[config.mk]
export PLATFORM = sky130hd
export DESIGN_NAME = netpbm_stream_decoder
export DESIGN_NICKNAME = d
export VERILOG_FILES = /design/src/sv/nsd_pkg.sv /design/src/sv/netpbm_stream_decoder.sv
export SDC_FILE = /design/constraint.sdc
export NUM_CORES = 2
export LEC_CHECK = 0
export BUFFER_PORTS_ARGS = -buffer_cell sky130_fd_sc_hd__buf_2
export CAP_MARGIN = 20
export CORE_AREA = 2 2 340 410
export CTS_CLUSTER_SIZE = 30
export DETAILED_ROUTE_END_ITERATION = 16
export DIE_AREA = 0 0 342 412
export PLACE_DENSITY = 0.46
export RECOVER_POWER = 50
export SYNTH_ARGS = -nofsm -noshare
export SYNTH_HDL_FRONTEND = slang
export SYNTH_SLANG_ARGS = --single-unit
[constraint.sdc]
create_clock -name clk -period 14.8 [get_ports clk]
set_input_delay 0.74 -clock clk [delete_from_list [all_inputs] [get_ports clk]]
set_output_delay 0.74 -clock clk [all_outputs]
set_load 0.05 [all_outputs]
[src/sv/nsd_pkg.sv]
// nsd_pkg: types, codes and constants for the Netpbm stream decoder.
// Used by netpbm_stream_decoder; no dependencies.
package nsd_pkg;

  // Largest width/height exponent accepted
  localparam int DIM_BITS = 16;
  localparam logic [15:0] DIM_LIMIT =
    (DIM_BITS >= 16) ? 16'hFFFF : 16'((32'd1 << DIM_BITS) - 32'd1);

  // Result kinds
  localparam logic [1:0] KIND_HEADER = 2'd0;
  localparam logic [1:0] KIND_PIXEL  = 2'd1;
  localparam logic [1:0] KIND_ERROR  = 2'd2;

  // Error codes
  localparam logic [1:0] ERR_NONE   = 2'd0;
  localparam logic [1:0] ERR_HEADER = 2'd1;
  localparam logic [1:0] ERR_TRUNC  = 2'd2;
  localparam logic [1:0] ERR_DIM    = 2'd3;

  // Characters
  localparam logic [7:0] CH_P     = 8'h50;
  localparam logic [7:0] CH_HASH  = 8'h23;
  localparam logic [7:0] CH_ZERO  = 8'h30;
  localparam logic [7:0] CH_ONE   = 8'h31;
  localparam logic [7:0] CH_SIX   = 8'h36;
  localparam logic [7:0] CH_NINE  = 8'h39;
  localparam logic [7:0] CH_LF    = 8'd10;
  localparam logic [7:0] CH_CR    = 8'd13;
  localparam logic [7:0] CH_TAB   = 8'd9;
  localparam logic [7:0] CH_SPACE = 8'd32;

  // Parser phase
  typedef enum logic [6:0] {
    PH_MAGIC_P   = 7'b0000001,
    PH_MAGIC_NUM = 7'b0000010,
    PH_WIDTH     = 7'b0000100,
    PH_HEIGHT    = 7'b0001000,
    PH_MAXVAL    = 7'b0010000,
    PH_DATA      = 7'b0100000,
    PH_DONE      = 7'b1000000
  } phase_t;

  typedef struct packed {
    logic [7:0] data_byte;
    logic       end_of_input;
  } in_t;

  typedef struct packed {
    logic [1:0]  kind;
    logic [1:0]  error_code;
    logic [15:0] pixel_row;
    logic [15:0] pixel_col;
    logic [15:0] red_or_gray;
    logic [15:0] green_sample;
    logic [15:0] blue_sample;
    logic [15:0] image_width;
    logic [15:0] image_height;
    logic        wide_samples;
    logic        is_color;
    logic        last_of_run;
  } res_t;

  // Parser state
  typedef struct packed {
    phase_t      phase;
    logic [2:0]  fmt;
    logic [15:0] width;
    logic [15:0] height;
    logic [15:0] maxs;
    logic [15:0] accum;
    logic        ovf;
    logic        token;
    logic        in_comment;
    logic [15:0] row;
    logic [15:0] col;
    logic [1:0]  chan;
    logic        hbp;
    logic [7:0]  hhb;
    logic [15:0] red;
    logic [15:0] green;
    logic        err;
  } st_t;

  localparam st_t ST_RESET = '{
    phase: PH_MAGIC_P, fmt: 3'd0, width: 16'd0, height: 16'd0,
    maxs: 16'd255, accum: 16'd0, ovf: 1'b0, token: 1'b0,
    in_comment: 1'b0, row: 16'd0, col: 16'd0, chan: 2'd0, hbp: 1'b0,
    hhb: 8'd0, red: 16'd0, green: 16'd0, err: 1'b0};

  // State plus the short result list built while decoding one byte
  typedef struct packed {
    st_t        st;
    res_t [1:0] gen;
    logic [1:0] gcnt;
  } work_t;

endpackage

[src/sv/netpbm_stream_decoder.sv]
// Netpbm stream decoder: a transferred byte waits in the input register, then
// is decoded into the result registers. One byte per cycle while out_ready
// holds and each byte gives at most one result; a byte with several results
// (P4 bursts up to 8 pixels, plus an error) holds input until its last result
// is taken at the single result port. rst (synchronous) returns the parser to
// awaiting the magic letter and empties the input and result registers.
module netpbm_stream_decoder
  import nsd_pkg::*;
(
  input  logic clk,
  input  logic rst,
  input  logic in_valid,
  output logic in_ready,
  input  in_t  in_data,
  output logic out_valid,
  input  logic out_ready,
  output res_t out_data
);

  // Input register
  logic in_full;
  in_t  in_q;

  // Parser state
  st_t st;
  st_t st_next;

  // Result bundle of the byte being delivered
  logic [7:0]  p4_bits;
  logic [3:0]  p4_n;
  logic [3:0]  p4_idx;
  logic [15:0] p4_row;
  logic [15:0] p4_col;
  res_t [1:0]  gen;
  logic [1:0]  gen_n;
  logic [1:0]  gen_idx;

  logic [7:0]  p4_bits_next;
  logic [3:0]  p4_n_next;
  logic [15:0] p4_row_next;
  logic [15:0] p4_col_next;
  res_t [1:0]  gen_next;
  logic [1:0]  gen_n_next;

  logic p4_act, is_last, can_load, proc;

  function automatic logic f_space(logic [7:0] b);
    return (b == CH_SPACE) || (b >= CH_TAB && b <= CH_CR);
  endfunction

  function automatic logic f_color(logic [2:0] fmt);
    return (fmt == 3'd3) || (fmt == 3'd6);
  endfunction

  function automatic work_t f_emit(work_t w, res_t r);
    if (w.gcnt < 2'd2) begin
      w.gen[w.gcnt[0]] = r;
      w.gcnt = w.gcnt + 2'd1;
    end
    return w;
  endfunction

  function automatic work_t f_fail(work_t w, logic [1:0] code);
    res_t r;
    r = '0;
    r.kind = KIND_ERROR;
    r.error_code = code;
    w = f_emit(w, r);
    w.st.err = 1'b1;
    w.st.phase = PH_DONE;
    w.st.in_comment = 1'b0;
    w.st.token = 1'b0;
    return w;
  endfunction

  function automatic work_t f_put(work_t w, logic [15:0] rv, logic [15:0] gv,
                                  logic [15:0] bv);
    res_t r;
    r = '0;
    r.kind = KIND_PIXEL;
    r.pixel_row = w.st.row;
    r.pixel_col = w.st.col;
    r.red_or_gray = rv;
    r.green_sample = gv;
    r.blue_sample = bv;
    w = f_emit(w, r);
    w.st.col = w.st.col + 16'd1;
    if (w.st.col >= w.st.width) begin
      w.st.col = 16'd0;
      w.st.row = w.st.row + 16'd1;
      if (w.st.row >= w.st.height) w.st.phase = PH_DONE;
    end
    return w;
  endfunction

  function automatic work_t f_push(work_t w, logic [15:0] s);
    if (f_color(w.st.fmt)) begin
      if (w.st.chan == 2'd0) begin
        w.st.red = s;
        w.st.chan = 2'd1;
      end else if (w.st.chan == 2'd1) begin
        w.st.green = s;
        w.st.chan = 2'd2;
      end else begin
        w.st.chan = 2'd0;
        w = f_put(w, w.st.red, w.st.green, s);
      end
    end else begin
      w = f_put(w, s, 16'd0, 16'd0);
    end
    return w;
  endfunction

  function automatic work_t f_start(work_t w);
    res_t r;
    r = '0;
    w.st.phase = PH_DATA;
    w.st.row = 16'd0;
    w.st.col = 16'd0;
    w.st.chan = 2'd0;
    w.st.hbp = 1'b0;
    r.kind = KIND_HEADER;
    r.image_width = w.st.width;
    r.image_height = w.st.height;
    r.wide_samples = (w.st.maxs > 16'd255);
    r.is_color = f_color(w.st.fmt);
    return f_emit(w, r);
  endfunction

  function automatic work_t f_hdr_done(work_t w, logic has_term, logic [7:0] term);
    if (w.st.fmt >= 3'd4 && has_term && !f_space(term)) w = f_fail(w, ERR_HEADER);
    else w = f_start(w);
    return w;
  endfunction

  function automatic work_t f_finish(work_t w, logic has_term, logic [7:0] term);
    logic [15:0] v;
    logic        o;
    logic [15:0] s;
    v = w.st.accum;
    o = w.st.ovf;
    w.st.accum = 16'd0;
    w.st.ovf = 1'b0;
    w.st.token = 1'b0;
    case (w.st.phase)
      PH_WIDTH: begin
        if (o || v > DIM_LIMIT) w = f_fail(w, ERR_DIM);
        else if (v == 16'd0) w = f_fail(w, ERR_HEADER);
        else begin
          w.st.width = v;
          w.st.phase = PH_HEIGHT;
        end
      end
      PH_HEIGHT: begin
        if (o || v > DIM_LIMIT) w = f_fail(w, ERR_DIM);
        else if (v == 16'd0) w = f_fail(w, ERR_HEADER);
        else begin
          w.st.height = v;
          if (w.st.fmt == 3'd1 || w.st.fmt == 3'd4) begin
            w.st.maxs = 16'd1;
            w = f_hdr_done(w, has_term, term);
          end else begin
            w.st.phase = PH_MAXVAL;
          end
        end
      end
      PH_MAXVAL: begin
        if (o || v == 16'd0) w = f_fail(w, ERR_HEADER);
        else begin
          w.st.maxs = v;
          w = f_hdr_done(w, has_term, term);
        end
      end
      PH_DATA: begin
        s = o ? 16'hFFFF : v;
        if (w.st.maxs <= 16'd255 && s > 16'd255) s = 16'd255;
        w = f_push(w, s);
      end
      default: ;
    endcase
    return w;
  endfunction

  function automatic logic f_text_phase(st_t s);
    if (s.err) return 1'b0;
    if (s.phase == PH_WIDTH || s.phase == PH_HEIGHT || s.phase == PH_MAXVAL)
      return 1'b1;
    return (s.phase == PH_DATA) && (s.fmt <= 3'd3);
  endfunction

  function automatic work_t f_text(work_t w, logic [7:0] b);
    logic [19:0] t;
    if (w.st.in_comment) begin
      if (b == CH_LF || b == CH_CR) w.st.in_comment = 1'b0;
    end else if (b >= CH_ZERO && b <= CH_NINE) begin
      if (w.st.phase == PH_DATA && w.st.fmt == 3'd1) begin
        w = f_put(w, (b == CH_ZERO) ? 16'd255 : 16'd0, 16'd0, 16'd0);
      end else begin
        t = 20'(w.st.accum) * 20'd10 + 20'(b - CH_ZERO);
        if (w.st.ovf || t > 20'hFFFF) begin
          w.st.ovf = 1'b1;
          w.st.accum = 16'hFFFF;
        end else begin
          w.st.accum = t[15:0];
        end
        w.st.token = 1'b1;
      end
    end else begin
      if (w.st.token) w = f_finish(w, 1'b1, b);
      if (f_text_phase(w.st) && !f_space(b)) begin
        if (b == CH_HASH) w.st.in_comment = 1'b1;
        else w = f_fail(w, (w.st.phase == PH_DATA) ? ERR_TRUNC : ERR_HEADER);
      end
    end
    return w;
  endfunction

  // Decode one byte: next state and its results
  always_comb begin
    work_t       w;
    logic [7:0]  b;
    logic [15:0] rem;
    logic [3:0]  n4;
    b = in_q.data_byte;
    w.st = st;
    w.gen = '0;
    w.gcnt = 2'd0;
    rem = st.width - st.col;
    n4 = (rem > 16'd8) ? 4'd8 : rem[3:0];
    p4_bits_next = b;
    p4_n_next = 4'd0;
    p4_row_next = st.row;
    p4_col_next = st.col;
    if (!st.err) begin
      case (st.phase)
        PH_MAGIC_P: begin
          if (b == CH_P) w.st.phase = PH_MAGIC_NUM;
          else w = f_fail(w, ERR_HEADER);
        end
        PH_MAGIC_NUM: begin
          if (b >= CH_ONE && b <= CH_SIX) begin
            w.st.fmt = 3'(b - CH_ZERO);
            w.st.phase = PH_WIDTH;
          end else begin
            w = f_fail(w, ERR_HEADER);
          end
        end
        PH_DATA: begin
          if (st.fmt == 3'd4) begin
            // packed bits, all in one row
            p4_n_next = n4;
            if (16'(n4) == rem) begin
              w.st.col = 16'd0;
              w.st.row = st.row + 16'd1;
              if (w.st.row >= st.height) w.st.phase = PH_DONE;
            end else begin
              w.st.col = st.col + 16'(n4);
            end
          end else if (st.fmt >= 3'd5) begin
            if (st.maxs <= 16'd255) w = f_push(w, 16'(b));
            else if (!st.hbp) begin
              w.st.hhb = b;
              w.st.hbp = 1'b1;
            end else begin
              w.st.hbp = 1'b0;
              w = f_push(w, {st.hhb, b});
            end
          end else begin
            w = f_text(w, b);
          end
        end
        PH_DONE: ;
        default: w = f_text(w, b);
      endcase
    end
    // End of file: flush pending number, report missing parts, restart
    if (in_q.end_of_input) begin
      if (!w.st.err && w.st.token) w = f_finish(w, 1'b0, 8'd0);
      if (!w.st.err) begin
        if (w.st.phase == PH_MAGIC_P || w.st.phase == PH_MAGIC_NUM ||
            w.st.phase == PH_WIDTH || w.st.phase == PH_HEIGHT ||
            w.st.phase == PH_MAXVAL)
          w = f_fail(w, ERR_HEADER);
        else if (w.st.phase == PH_DATA)
          w = f_fail(w, ERR_TRUNC);
      end
      w.st = ST_RESET;
    end
    st_next = w.st;
    gen_next = w.gen;
    gen_n_next = w.gcnt;
  end

  // Result sequencing: packed-bit pixels first, then the short list
  assign p4_act = (p4_idx < p4_n);
  assign out_valid = p4_act || (gen_idx < gen_n);
  assign is_last = p4_act ? ((p4_idx == p4_n - 4'd1) && (gen_n == 2'd0))
                          : (gen_idx == gen_n - 2'd1);
  assign can_load = !out_valid || (out_ready && is_last);
  assign proc = in_full && can_load;
  assign in_ready = !in_full || proc;

  always_comb begin
    if (p4_act) begin
      out_data = '0;
      out_data.kind = KIND_PIXEL;
      out_data.pixel_row = p4_row;
      out_data.pixel_col = p4_col + 16'(p4_idx);
      out_data.red_or_gray = p4_bits[3'd7 - p4_idx[2:0]] ? 16'd0 : 16'd255;
    end else begin
      out_data = gen[gen_idx[0]];
    end
    out_data.last_of_run = is_last;
  end

  // Control registers
  always_ff @(posedge clk) begin
    if (rst) begin
      in_full <= 1'b0;
      st <= ST_RESET;
      p4_n <= 4'd0;
      p4_idx <= 4'd0;
      gen_n <= 2'd0;
      gen_idx <= 2'd0;
    end else begin
      if (in_valid && in_ready) in_full <= 1'b1;
      else if (proc) in_full <= 1'b0;
      if (proc) begin
        st <= st_next;
        p4_n <= p4_n_next;
        p4_idx <= 4'd0;
        gen_n <= gen_n_next;
        gen_idx <= 2'd0;
      end else if (out_valid && out_ready) begin
        if (p4_act) p4_idx <= p4_idx + 4'd1;
        else gen_idx <= gen_idx + 2'd1;
      end
    end
  end

  // Payload registers
  always_ff @(posedge clk) begin
    if (in_valid && in_ready) in_q <= in_data;
    if (proc) begin
      p4_bits <= p4_bits_next;
      p4_row <= p4_row_next;
      p4_col <= p4_col_next;
      gen <= gen_next;
    end
  end

  // Checks
  a_bundle_bound: assert property (@(posedge clk) disable iff (rst)
    (p4_n <= 4'd8) && (gen_n <= 2'd2))
    else $error("result bundle count out of range");

  a_error_last: assert property (@(posedge clk) disable iff (rst)
    (out_valid && out_data.kind == KIND_ERROR) |-> out_data.last_of_run)
    else $error("error result is not the final result of its byte");

  a_header_dims: assert property (@(posedge clk) disable iff (rst)
    (out_valid && out_data.kind == KIND_HEADER) |->
      (out_data.image_width != 16'd0 && out_data.image_height != 16'd0))
    else $error("header result with zero size");

  a_load_clears: assert property (@(posedge clk) disable iff (rst)
    proc |=> (p4_idx == 4'd0 && gen_idx == 2'd0))
    else $error("result cursor not reset on load");

endmodule
## After elaboration in Yosys (flattened, before gate mapping)

Index checks and enable logic that the tools add are counted.

| storage, ports and cells | value |
|---|---|
| logic and storage cells | 431 |
| register bits | 453 |
| output and inout port bits | 121 |

| cells by class | value |
|---|---|
| muxes and demuxes | 206 |
| equality and inequality tests | 44 |
| order comparisons | 40 |
| multiply operators | 1 |
| $add $sub $neg | 19 |
| bitwise logic cells | 13 |
| reduce and logical (&&, ||, !) cells | 57 |

Operators by type and width:

| kind | number |
|---|---|
| 393-bit 2-to-1 mux | 36 |
| 240-bit 2-to-1 mux | 14 |
| 393-bit one-hot mux with 4 select lines | 2 |
| 238-bit bitwise mux | 6 |
| 393-bit one-hot mux with 3 select lines | 1 |
| 257-bit 2-to-1 mux | 4 |
| 316-bit 2-to-1 mux | 3 |
| 119-bit 2-to-1 mux | 7 |
| 241-bit 2-to-1 mux | 3 |
| 234-bit AND | 3 |
| 234-bit NOT | 3 |
| 109-bit 2-to-1 mux | 6 |
| 318-bit 2-to-1 mux | 2 |
| 119-bit demux with 1-bit select | 4 |
| 386-bit 2-to-1 mux | 1 |
| 120-bit 2-to-1 mux | 3 |
| 351-bit 2-to-1 mux | 1 |
| 16-bit 2-to-1 mux | 20 |
| 317-bit 2-to-1 mux | 1 |
| 76-bit 2-to-1 mux | 4 |
| 284-bit 2-to-1 mux | 1 |
| 273-bit 2-to-1 mux | 1 |
| 232-bit AND | 1 |
| 232-bit NOT | 1 |
| 73 further kinds | 252 |

## Depth between registers and ports, before layout

| depth | value |
|---|---|
| depth after elaboration | 70 |
| gate-level depth with buffers | 42 |
| depth with buffers taken out | 40 |

## Worst setup path before layout

OpenSTA, ideal clock, no wires.

| path | value |
|---|---|
| path kind | register to register |
| start | register p4_idx[1] |
| end | register st[34] in the netlist's numbering |
| stages on the path, launching flop included | 16 |
| slack | 2.913 ns |
| arrival | 11.754 ns |
| required time | 14.668 ns |
| cells stage by stage | dfxtp_1 ha_1 nor2b_1 o21ai_0 nand2b_1 a21oi_1 nand3_1 o31ai_1 a21boi_0 nand2b_1 clkbuf_1 inv_1 clkbuf_1 o21ai_1 nand2_1 a21oi_1 |

| on the way | value |
|---|---|
| cells in the longest elaborated chain, start to end | 6 |
| elaborated cells on any way between the ends | 9 |
| those cells by class | order compare: 1; eq/ne: 1; mux: 1; reduce/logical: 6 |

RTL lines:

| element | line | text |
|---|---|---|
| start, declared | netpbm_stream_decoder.sv:31 | `logic [3:0] p4_idx;` |
| start signal, assigned | netpbm_stream_decoder.sv:335 | `if (p4_act) p4_idx <= p4_idx + 4'd1;` |
| parallel branches: the longest is 2 deep, another holds 4-bit < comparator | - |  |
| 1-bit 2-to-1 mux * | netpbm_stream_decoder.sv:297 | `assign is_last = p4_act ? ((p4_idx == p4_n - 4'd1) && (gen_n == 2'd0))` |
| via is_last | netpbm_stream_decoder.sv:45 | `logic p4_act, is_last, can_load, proc;` |
| 1-bit logical AND * | netpbm_stream_decoder.sv:299 | `assign can_load = !out_valid \|\| (out_ready && is_last);` |
| 1-bit logical OR * | netpbm_stream_decoder.sv:299 |  |
| 1-bit logical AND * | netpbm_stream_decoder.sv:300 | `assign proc = in_full && can_load;` |
| via proc | netpbm_stream_decoder.sv:45 |  |
| end signal, assigned | netpbm_stream_decoder.sv:329 | `st <= st_next;` |
| end, declared | netpbm_stream_decoder.sv:25 | `st_t st;` |

Mark *: on every way through the listed nets, which the timed path passes.
A chain may end at the register's enable or synchronous reset.

==> summary.md <==
| Metric | Value |
|---|---|
| Outcome | finished, violations left |
| Violations in the final reports | capacitance limit, slew limit |
| Ys Warns | 0 |
| Synthesized area | about 0.034 sq mm |
| Fin Setup TNS | 0 ns |
| RSZ-0062 raised after global routing | false |
| Root Driver | clkbuf_16 |
| Post-CTS Resized | 0 |
| Worst setup path category | flip-flop to flip-flop |
| CTS tree | yes |
| Post-CTS Hold Buffers | 0 |
| First-pass GRT wire length | ~240 mm |
| Placer Congestion | slightly below 1 |
| Nets | between 4000 and 5000 |
| Final Cell Area | roughly 0.039 sq mm |
| Complex-gate fraction of the synthesized area | 26.6% |
| Core ar. | about 0.14 sq mm |
| Clk_lat worst skew | ~0.65 ns |
| Top FF cell, synth | edfxtp_1 |
| Simple-gate share of the synthesized area | between 10% and 20% |
| Final wirelength | around 170 mm |
| Crit end category | flip-flop |
| Switch Pwr | between 1 and 1.5 mW |
| Postcts setup bufs | 0 |
| Avg Cell Area, Syn | between 8 and 9 sq um |
| Area Overhead vs Synth | 13.7% |
| Port Buffers | approximately 130 |
| Initial DRC Count | 4122 |
| Via density per instance | about 5.7 |
| Num CTS Buffers | 50 |
| Worst stage delay on the critical path | approximately 0.78 ns |
| Synth area leaders | edfxtp_1 25%, dfxtp_1 9.3%, ha_1 5.8%, o21ai_0 5.4%, nand2_1 4.9% |
| Placed inst area | 0.0371 sq mm |
| Initial antenna violation count | 7 |
| 1st-pass router iterations | 7 |
| Remaining DRCs | 0 |
| Critical Path AT | 11.49 ns |
| Via count | approximately 35000 |
| Combinational fraction of design power | a little over a quarter |
| Leading area contributor after synthesis | edfxtp_1 |
| Routed len/inst | 27.9 um |
| Final period util | 75.3% |
| Startpoint types | flip-flop |
| Fmax | roughly 90 MHz |
| Synth Instances | 4114 |
| Hold WS | between 0.2 and 0.3 ns |
| Worst path required time | approximately 15 ns |
| CP Max Fanout | 27 |
| Post-synthesis sequential area ratio | 34.4% |
| Post-DP HPWL | ~120 mm |
| Synth Area in Adders | a little over 6% |
| LEAKAGE | ~13 nW |
| Max Slew Vio Count | ~440 |
| Mux contribution to synthesized area | about 5.2% |
| H-tree level count | 2 |
| Yosys top cell area share | between 20% and 30% |
| Total track usage | a little under a quarter |
| Flop pwr share | between 30% and 40% |
| Fill cells | around 15000 |
| Layout Cells excl Fill | between 6000 and 7000 |
| Distinct cell type count after synthesis | ~120 |
| Pwr/cell area | just under 100 mW/mm^2 |
| Die area | 0.141 sq mm |
| Post-synth EDFFs | roughly 290 |
| Xor-xnor portion of the synthesized cell area | about 3.7% |
| CP max-delay cell | nor3_1 |
| Remaining Overflow, GRT | 0 |
| Max-slew headroom | -178% |
| Largest family of logic cells by synthesized area | compound AO/OA/AOI/OAI gates |
| Pin count of the biggest net entering global routing | slightly below 100 |
| Worst hold path class | input pin to flip-flop |
| Clock Skews | roughly 0.033 ns |
| Sw Share | a little over a third |
| Core Rows | roughly 150 |
| Synth async-reset ratio | 0% |
| VDD IR-drop max | ~0.074 mV |
| Die height | 412 um |
| I/O pin total | around 130 |
| Vias in the first global route | about 33000 |
| #FFs+latches synth | 443 |
| Final Hold Fails | 0 |
| Starting Density | roughly 25% |
| Die Width | around 340 um |
| Final setup violation count | 0 |
| Max_cap viols | 8 |
| Fin crit period | approximately 11 ns |
| Clk sinks | approximately 440 |
| Clock share of power | between 30 and 40% |
| CP most frequent cell | o21ai_0 |
| Worst-Margin Slew | roughly 4.2 ns |
| Internal Power | about 2.4 mW |
| Post-route ant nets | 0 |
| Deepest clock path buffer count | 3 |
| Layout cell share with drive strength beyond 1 | approximately 7.4% |
| Clock slew at reported path FFs | approximately 0.06 ns |
| Placed insts | between 5000 and 6000 |
[cells in the mapped netlist (25+ instances only)]
cell	number
a211oi_1	38
a21o_1	45
a21oi_1	306
a22o_1	66
a22oi_1	54
a31oi_1	42
and3_1	52
buf_2	41
clkbuf_1	228
dfxtp_1	158
edfxtp_1	285
ha_1	158
inv_1	123
mux2i_1	159
nand2_1	440
nand2b_1	31
nand3_1	116
nand4_1	27
nor2_1	413
nor2b_1	25
nor3_1	101
nor4_1	43
o21a_1	28
o21ai_0	368
o22ai_1	117
o31ai_1	27
xnor2_1	102
xor2_1	39
[registers in the layout, summed over array words and instances, names as in the netlist]
name / cells
st: 113
in_q: 1
gen_idx: 2
gen: 236
p4_col_next: 16
p4_n: 4
p4_row_next: 16
in_full: 1
p4_col: 16
p4_row: 16
p4_bits: 8
gen_n: 2
p4_idx: 4
p4_bits_next: 8
[power by group through the flow]
stage	logic, mW	registers, mW	clock network, mW
finish	1.02	1.43	1.39
global route	1.07	1.43	1.46
CTS	1.01	1.42	1.42
detailed placement	1.01	1.45	0
global placement	1.01	1.45	0
floorplan	0.657	1.45	0
[cell families (layout without fill, tap and decap cells)]
logic type / after synthesis / count (layout)
muxes: 174 / 174
AOI/OAI and AO/OA: 1385 / 1385
xor gates and xnor gates: 142 / 142
adders and majority gates: 163 / 163
and+or+nand+nor: 1380 / 1380
DFF: 443 / 443
other: 1 / 73
buffers and inverters: 426 / 487
[cell type report]
| cell class | count | area [sq um] | area share [%] |
|---|---|---|---|
| Antenna cell | 7 | 17.5 | 0.0453 |
| Clock buffer | 60 | 1330 | 3.44 |
| Clock inverter | 34 | 454 | 1.17 |
| Inverter | 130 | 495 | 1.28 |
| Multi-Input combinational cell | 3310 | 21000 | 54.2 |
| Sequential cell | 443 | 11700 | 30.3 |
| Tap cell | 1812 | 2270 | 5.86 |
| Timing Repair Buffer | 263 | 1420 | 3.67 |
[worst max-delay path, delay by kind of cell (launching register included)]
| kind | cells | cell delay [ns] |
|---|---|---|
| AOI/OAI and AO/OA | 12 | 3.16 |
| xor gates and xnor gates | 2 | 0.25 |
| adders and majority gates | 3 | 1.23 |
| buffers and inverters | 3 | 0.79 |
| DFF | 1 | 0.70 |
| muxes | 2 | 0.81 |
| and+or+nand+nor | 15 | 3.86 |
[per-layer routing]
metal,share of wire (%),GRT usage (%)
met1,41,29.4
met2,45,36.7
met3,8.2,4.08
met4,6.5,13.1
met5,0.0077,0
[placed cells by master (no fill, tap or decap), types with 18 or more instances in the layout]
cell       synthesis  routed
clkbuf_16          0      51
o211ai_1          24      24
nand4_1           27      27
and3_1            52      52
xnor2_1          102     102
a22o_1            66      66
o2bb2ai_1         24      24
ha_1             158     158
conb_1             1      66
o21a_1            28      28
nor2_1           413     410
dfxtp_1          158     157
a21oi_1          306     302
a31oi_1           42      42
a211oi_1          38      38
nor3_1           101     100
edfxtp_1         285     285
nand2_1          440     439
and2_1            19      18
xor2_1            39      39
or3_1             19      19
nand2b_1          31      31
inv_1            123     122
o31ai_1           27      27
o22ai_1          117     117
mux2i_1          159     159
clkbuf_1         228     148
buf_4              1     112
a221oi_1          18      18
nor4_1            43      40
a21o_1            45      45
nand3_1          116     116
o21ai_0          368     369
nor2b_1           25      24
a22oi_1           54      54
[stage by stage]
step	util [%]	power, mW	setup WS [ns]
CTS	28.4	3.86	3.92
global route	28.3	3.96	3.27
global placement	27.1	2.46	4.04
floorplan	-	2.11	2.91
finish	28.3	3.84	3.65
detailed placement	27.1	2.46	3.96
[path summary, 6_finish.rpt]
check	start	endpoint	slack, ns	depth (start not counted)
min reg2reg	st[10]$_SDFFE_PP0P_	st[10]$_SDFFE_PP0P_	0.48	2
max	p4_col_next[5]$_SDFFE_PP0P_	gen[48]$_DFFE_PP_	3.65	37
min	in_data[7]	p4_bits_next[6]$_DFFE_PP_	0.28	1
max reg2reg	p4_col_next[5]$_SDFFE_PP0P_	gen[48]$_DFFE_PP_	3.65	37
Power figures use the tool's default switching activity.
